$ cat config.mk
export PLATFORM = sky130hd
export DESIGN_NAME = smx_exec
export DESIGN_NICKNAME = d
export VERILOG_FILES = /design/src/rtl/core/smx_pkg.sv /design/src/rtl/core/smx_exec.sv
export SDC_FILE = /design/constraint.sdc
export NUM_CORES = 1
export LEC_CHECK = 0
export BUFFER_PORTS_ARGS = -buffer_cell sky130_fd_sc_hd__buf_2
export CORE_UTILIZATION = 25
export DETAILED_ROUTE_END_ITERATION = 6
export HOLD_SLACK_MARGIN = 0.1
export PLACE_DENSITY = 0.52
export REMOVE_ABC_BUFFERS = 1
export SYNTH_ARGS = -nofsm -noshare
export SYNTH_HDL_FRONTEND = slang
export SYNTH_SLANG_ARGS = --single-unit
export TNS_END_PERCENT = 30
$ cat constraint.sdc
create_clock -name clk -period 7.7 [get_ports clk]
set_input_delay 2.31 -clock clk [delete_from_list [all_inputs] [get_ports clk]]
set_output_delay 2.31 -clock clk [all_outputs]
set_load 0.02 [all_outputs]
$ cat src/rtl/core/smx_pkg.sv
// ----------------------------------------------------------------------------
// smx_pkg
// Shared constants, opcodes and word types for the stack machine executor.
// ----------------------------------------------------------------------------
package smx_pkg;

	// sizing of the machine
	localparam int STACK_DEPTH  = 256;
	localparam int ADDRESS_BITS = 12;
	localparam int DATA_W       = 32;
	localparam int DEPTH_W      = $clog2(STACK_DEPTH + 1);
	localparam int PTR_W        = $clog2(STACK_DEPTH);
	localparam int OP_W         = 3;

	// fixed widths of the reported fields
	localparam int OUT_ADDR_W  = 12;
	localparam int OUT_DEPTH_W = 9;

	// opcodes; the unused code falls to the no-op arm
	typedef enum logic [OP_W-1:0] {
		OP_PUSH = 3'd0,
		OP_ADD  = 3'd1,
		OP_POP  = 3'd2,
		OP_SET  = 3'd3,
		OP_HALT = 3'd4,
		OP_JUMP = 3'd5,
		OP_NOP  = 3'd6
	} op_t;

	// instruction word
	typedef struct packed {
		logic [OP_W-1:0]          op;
		logic signed [DATA_W-1:0] operand;
	} cmd_t;

	// status word after one instruction
	typedef struct packed {
		logic [OUT_ADDR_W-1:0]    next_address;
		logic signed [DATA_W-1:0] top_value;
		logic signed [DATA_W-1:0] held_a;
		logic [OUT_DEPTH_W-1:0]   stack_depth;
		logic                     halted;
		logic                     fault;
	} rsp_t;

	// stack memory write request
	typedef struct packed {
		logic             en;
		logic [PTR_W-1:0] addr;
		logic [DATA_W-1:0] data;
	} ram_wr_t;

endpackage

$ cat src/rtl/core/smx_exec.sv
// ----------------------------------------------------------------------------
// smx_exec
// Machine state and instruction execute: cached top of stack, depth,
// instruction address, register A and halt flag. Entries below the top
// live in the stack RAM; the second entry arrives from the RAM read.
// ----------------------------------------------------------------------------
module smx_exec
	import smx_pkg::*;
(
	input  logic              clk,
	input  logic              arst_n,
	input  logic              fire,
	input  cmd_t              cmd,
	input  logic [DATA_W-1:0] ram_rdata,
	output logic [PTR_W-1:0]  rd_addr,
	output ram_wr_t           ram_wr,
	output rsp_t              result
);

	logic [DEPTH_W-1:0]      depth_q, depth_d;
	logic [ADDRESS_BITS-1:0] addr_q, addr_d;
	logic [DATA_W-1:0]       tos_q, tos_d;
	logic [DATA_W-1:0]       a_q, a_d;
	logic                    halt_q, halt_d;
	logic                    fault;
	logic                    has1, has2, full;
	logic [PTR_W-1:0]        ptr_top;

	// stack occupancy
	assign has1    = (depth_q != '0);
	assign has2    = (depth_q >= DEPTH_W'(2));
	assign full    = (depth_q == DEPTH_W'(STACK_DEPTH));
	assign ptr_top = PTR_W'(depth_q - DEPTH_W'(1));

	// second entry from the top, fetched when the word is taken
	assign rd_addr = PTR_W'(depth_q - DEPTH_W'(2));

	// execute one instruction
	always_comb begin
		depth_d = depth_q;
		addr_d  = addr_q;
		tos_d   = tos_q;
		a_d     = a_q;
		halt_d  = halt_q;
		fault   = 1'b0;
		ram_wr  = '0;
		if (!halt_q) begin
			addr_d = addr_q + ADDRESS_BITS'(1);
			case (cmd.op)
				OP_PUSH: begin
					addr_d = addr_q + ADDRESS_BITS'(2);
					if (!full) begin
						// spill the old top below the new one
						ram_wr.en   = fire && has1;
						ram_wr.addr = ptr_top;
						ram_wr.data = tos_q;
						tos_d       = cmd.operand;
						depth_d     = depth_q + DEPTH_W'(1);
					end else begin
						fault = 1'b1;
					end
				end
				OP_ADD: begin
					if (has2) begin
						a_d     = tos_q;
						tos_d   = tos_q + ram_rdata;
						depth_d = depth_q - DEPTH_W'(1);
					end else begin
						fault = 1'b1;
					end
				end
				OP_POP: begin
					if (has1) begin
						a_d     = tos_q;
						tos_d   = ram_rdata;
						depth_d = depth_q - DEPTH_W'(1);
					end else begin
						fault = 1'b1;
					end
				end
				OP_HALT: begin
					halt_d = 1'b1;
				end
				OP_JUMP: begin
					addr_d = addr_q + ADDRESS_BITS'(2) + cmd.operand[ADDRESS_BITS-1:0];
				end
				default: begin
				end
			endcase
		end
	end

	// status word
	always_comb begin
		result.next_address = OUT_ADDR_W'(addr_d);
		result.top_value    = (depth_d != '0) ? tos_d : '0;
		result.held_a       = a_d;
		result.stack_depth  = OUT_DEPTH_W'(depth_d);
		result.halted       = halt_d;
		result.fault        = fault;
	end

	// control and architectural state
	always_ff @(posedge clk or negedge arst_n) begin
		if (!arst_n) begin
			depth_q <= '0;
			addr_q  <= '0;
			a_q     <= '0;
			halt_q  <= 1'b0;
		end else if (fire) begin
			depth_q <= depth_d;
			addr_q  <= addr_d;
			a_q     <= a_d;
			halt_q  <= halt_d;
		end
	end

	// cached top of stack, only read while depth is non-zero
	always_ff @(posedge clk) begin
		if (fire) begin
			tos_q <= tos_d;
		end
	end

endmodule

==> parameters.txt <==
Parameter                              Value

Status
  Status    completed

Critical path
  End of the worst register-to-register path    depth_q[3]
  Critical Path Sink Type    output port
  Reg2reg setup slack    3.93 ns
  Logic depth of the worst register-to-register path    10
  Type of the worst setup path    in2out
  Required time of the worst setup path    5.39 ns
  Biggest fanout along the worst timing path    20
  Origin of the critical flop-to-flop path    depth_q[2]
  Critical Path AT    5.21 ns
  Critical path launch point type    input port

STA
  Final worst path period share    0.976
  Hold Vio Cnt, Final    0
  Time the final worst path needs with I/O delays and setup    7.52 ns
  Endpoints failing setup    0
  Worst rel slew slack    0.373
  Worst hold slack across all endpoints    0.504 ns
  Setup repair after global routing missed its margin    no
  Peak clock frequency supported by timing    133 MHz
  Final Max Slew Viols    0
  Worst Skew    0.0127 ns
  Transition time at the pin with the least slew margin    0.941 ns

Floorplanning
  Number of cell rows    67
  Die ar.    35,000 um2
  Die H    187 um
  Floorplan die width    between 150 and 200 um
  Core area    approximately 34,000 um2
  Top-level I/O count    206
  Effective utilization at floorplan    0.255

Detailed routing
  Starting DRC count in detailed routing    around 620
  DRT Wirelength    33,600 um
  Post-detailed-route count of antenna-violating nets    0
  Average wire per standard cell    20.0 um
  Drt pass-1 iters    5
  Via total after detailed routing    8,665
  Drc violations    0
  Via count normalized by instance count    5.16

Finish
  Layout cells sized above 1    0.302
  Final #Nets    1,349
  Area added between synthesis and finish    23.7%
  Post-route insts no fill    1,680
  Summed area of non-filler cells in the final layout    10,600 um2
  Filler Cells Inserted    3,599

Pwr
  Power consumption    2.99 mW
  P per Cell Area    approximately 280 nW/um2
  Leak    4.81 nW
  Largest voltage drop on the vdd net    0.131 mV

Flow run
  Max-capacitance violation count    0

Placed design
  Dpl cell area    10,200 um2
  Number of buffer cells added on primary ports    between 200 and 250
  DP Wirelength    25,400 um
  Number of placed instances with taps included    1,662
  Gp weighted congestion    0.915

CTS
  Clock Pin Slew Worst Setup and Hold Paths    0.06 ns
  Skew-Pair Late Insertion Delay    ~0.37 ns
  Number of buffers on the longest clock path    2
  Clock buffers created by TritonCTS    9
  Depth of the CTS H-tree    3
  Resized Gates After CTS    0
  TritonCTS sink count    86
  Count of hold buffers inserted by post-cts repair    0
  CTS root buf    sky130_fd_sc_hd__clkbuf_16
  Number of setup buffers added after CTS    0
  CTS tree    done

Synthesis
  Area share of the largest cell type after synthesis    0.158
  Yosys warning total    0
  Cell Area, Synth    8560 um2
  Most used DFF post-synth    sky130_fd_sc_hd__dfrtp_1
  Library cell occupying the most area in the post-synthesis netlist    sky130_fd_sc_hd__dfrtp_1
  Most common cell in the netlist    sky130_fd_sc_hd__nand2_1
  Total of flip-flops plus latches after synthesis    86
  Netlist cell types    73
  Cells taking the most area after synthesis    sky130_fd_sc_hd__dfrtp_1, sky130_fd_sc_hd__edfxtp_1, sky130_fd_sc_hd__mux2_2
  Syn avg cell area    8.29 um2
  Register area share after synthesis    0.270
  Number of flops mapped to enable cells by yosys    32
  Synth cell count leaders    sky130_fd_sc_hd__nand2_1, sky130_fd_sc_hd__a21oi_1, sky130_fd_sc_hd__nor2_1
  Mapped Cells    1,032
  Async S/R FF share, synth    0.628

Hold path
  Worst hold start    a_q[22]
  Path class of the lowest-slack min-delay path    reg2reg
  Hold Path Depth    1
  Capture endpoint of the worst hold path    a_q[22]

Global routing
  Number of antenna violations at the first check in global routing    4
  Wire length of the first global-routing pass    50,900 um
  Global router's overall resource usage    0.190
  Grt ovf    0
  Vias in the first global route    between 8,000 and 9,000
  Pin count of the biggest net entering global routing    56
## cells by family (layout without fill, tap and decap cells)
kind of cell,count (synthesis),after routing,synth area share
and+or+nand+nor,348,348,0.203
AOI/OAI and AO/OA,305,305,0.235
buffers and inverters,106,304,0.0515
DFF,86,86,0.270
muxes,85,85,0.110
adders and majority gates,54,54,0.0807
xor gates and xnor gates,48,48,0.0491
other,0,2,0
## report_power, final
group	internal, mW	switching [mW]
logic	0.701	0.980
clock network	0.285	0.219
registers	0.630	0.176
total	1.62	1.38
## cells in the final DEF, fill, tap and decap left out, types with 24 or more instances in the layout
master	n
sky130_fd_sc_hd__buf_2	204
sky130_fd_sc_hd__nand2_1	94
sky130_fd_sc_hd__a21oi_1	87
sky130_fd_sc_hd__nor2_1	82
sky130_fd_sc_hd__mux2_2	73
sky130_fd_sc_hd__o21ai_0	55
sky130_fd_sc_hd__dfrtp_1	54
sky130_fd_sc_hd__ha_1	52
sky130_fd_sc_hd__buf_4	49
sky130_fd_sc_hd__and3_1	42
sky130_fd_sc_hd__inv_1	35
sky130_fd_sc_hd__xnor2_1	33
sky130_fd_sc_hd__edfxtp_1	32
sky130_fd_sc_hd__nand3_1	24
sky130_fd_sc_hd__a22oi_1	24
## worst max-delay path by stage
stage / from / endpoint / slack [ns] / depth (start not counted)
after floorplan: cmd[34] / result[53] / -1.60 / 8
after CTS: ram_rdata[3] / result[74] / 0.14 / 12
after global placement: ram_rdata[18] / result[74] / 0.16 / 12
final: cmd[33] / result[59] / 0.18 / 12
after detailed placement: ram_rdata[3] / result[74] / 0.15 / 12
after global routing: ram_rdata[0] / result[63] / 0.02 / 14
## flip-flops by register name, indices dropped and copies added, names as in the netlist
signal and cells:
tos_q 32, depth_q 9, a_q 32, halt_q 1, addr_q 12
## critical path, cell delays in order
cell                       delay, ns
sky130_fd_sc_hd__buf_2          0.11
sky130_fd_sc_hd__buf_4          0.16
sky130_fd_sc_hd__a211o_1        0.30
sky130_fd_sc_hd__a31oi_1        0.26
sky130_fd_sc_hd__o21ai_1        0.17
sky130_fd_sc_hd__buf_4          0.19
sky130_fd_sc_hd__a211oi_1       0.27
sky130_fd_sc_hd__xnor2_1        0.17
sky130_fd_sc_hd__nand2_1        0.14
sky130_fd_sc_hd__or4_4          0.71
sky130_fd_sc_hd__and2_1         0.25
sky130_fd_sc_hd__buf_2          0.15
## through the flow
step | setup WS (ns) | setup TNS (ns) | utilization
CTS | 0.138 | 0 | 0.314
global placement | 0.158 | 0 | 0.305
global route | 0.0205 | 0 | 0.315
finish | 0.184 | 0 | 0.315
floorplan | -1.60 | -45.30 | -
detailed placement | 0.148 | 0 | 0.305
## metal layers
metal,wire (um),share of wire,global-route usage
met2,15800,0.47,0.316
met3,2120,0.063,0.0364
met1,15300,0.46,0.254
met5,11,0.00033,0
met4,374,0.011,0.0391
## layout make-up
class,instances,area [um2],area share
timing repair buffer,253,1390,0.131
sequential,86,2310,0.218
clock inverter,7,98.8,0.00934
inverter,35,131,0.0124
multi-input combinational,840,5860,0.554
tap,448,561,0.0530
clock buffer,9,225,0.0213
antenna,2,5.00,0.000473
Note: power is estimated with default switching activity, not from simulation.
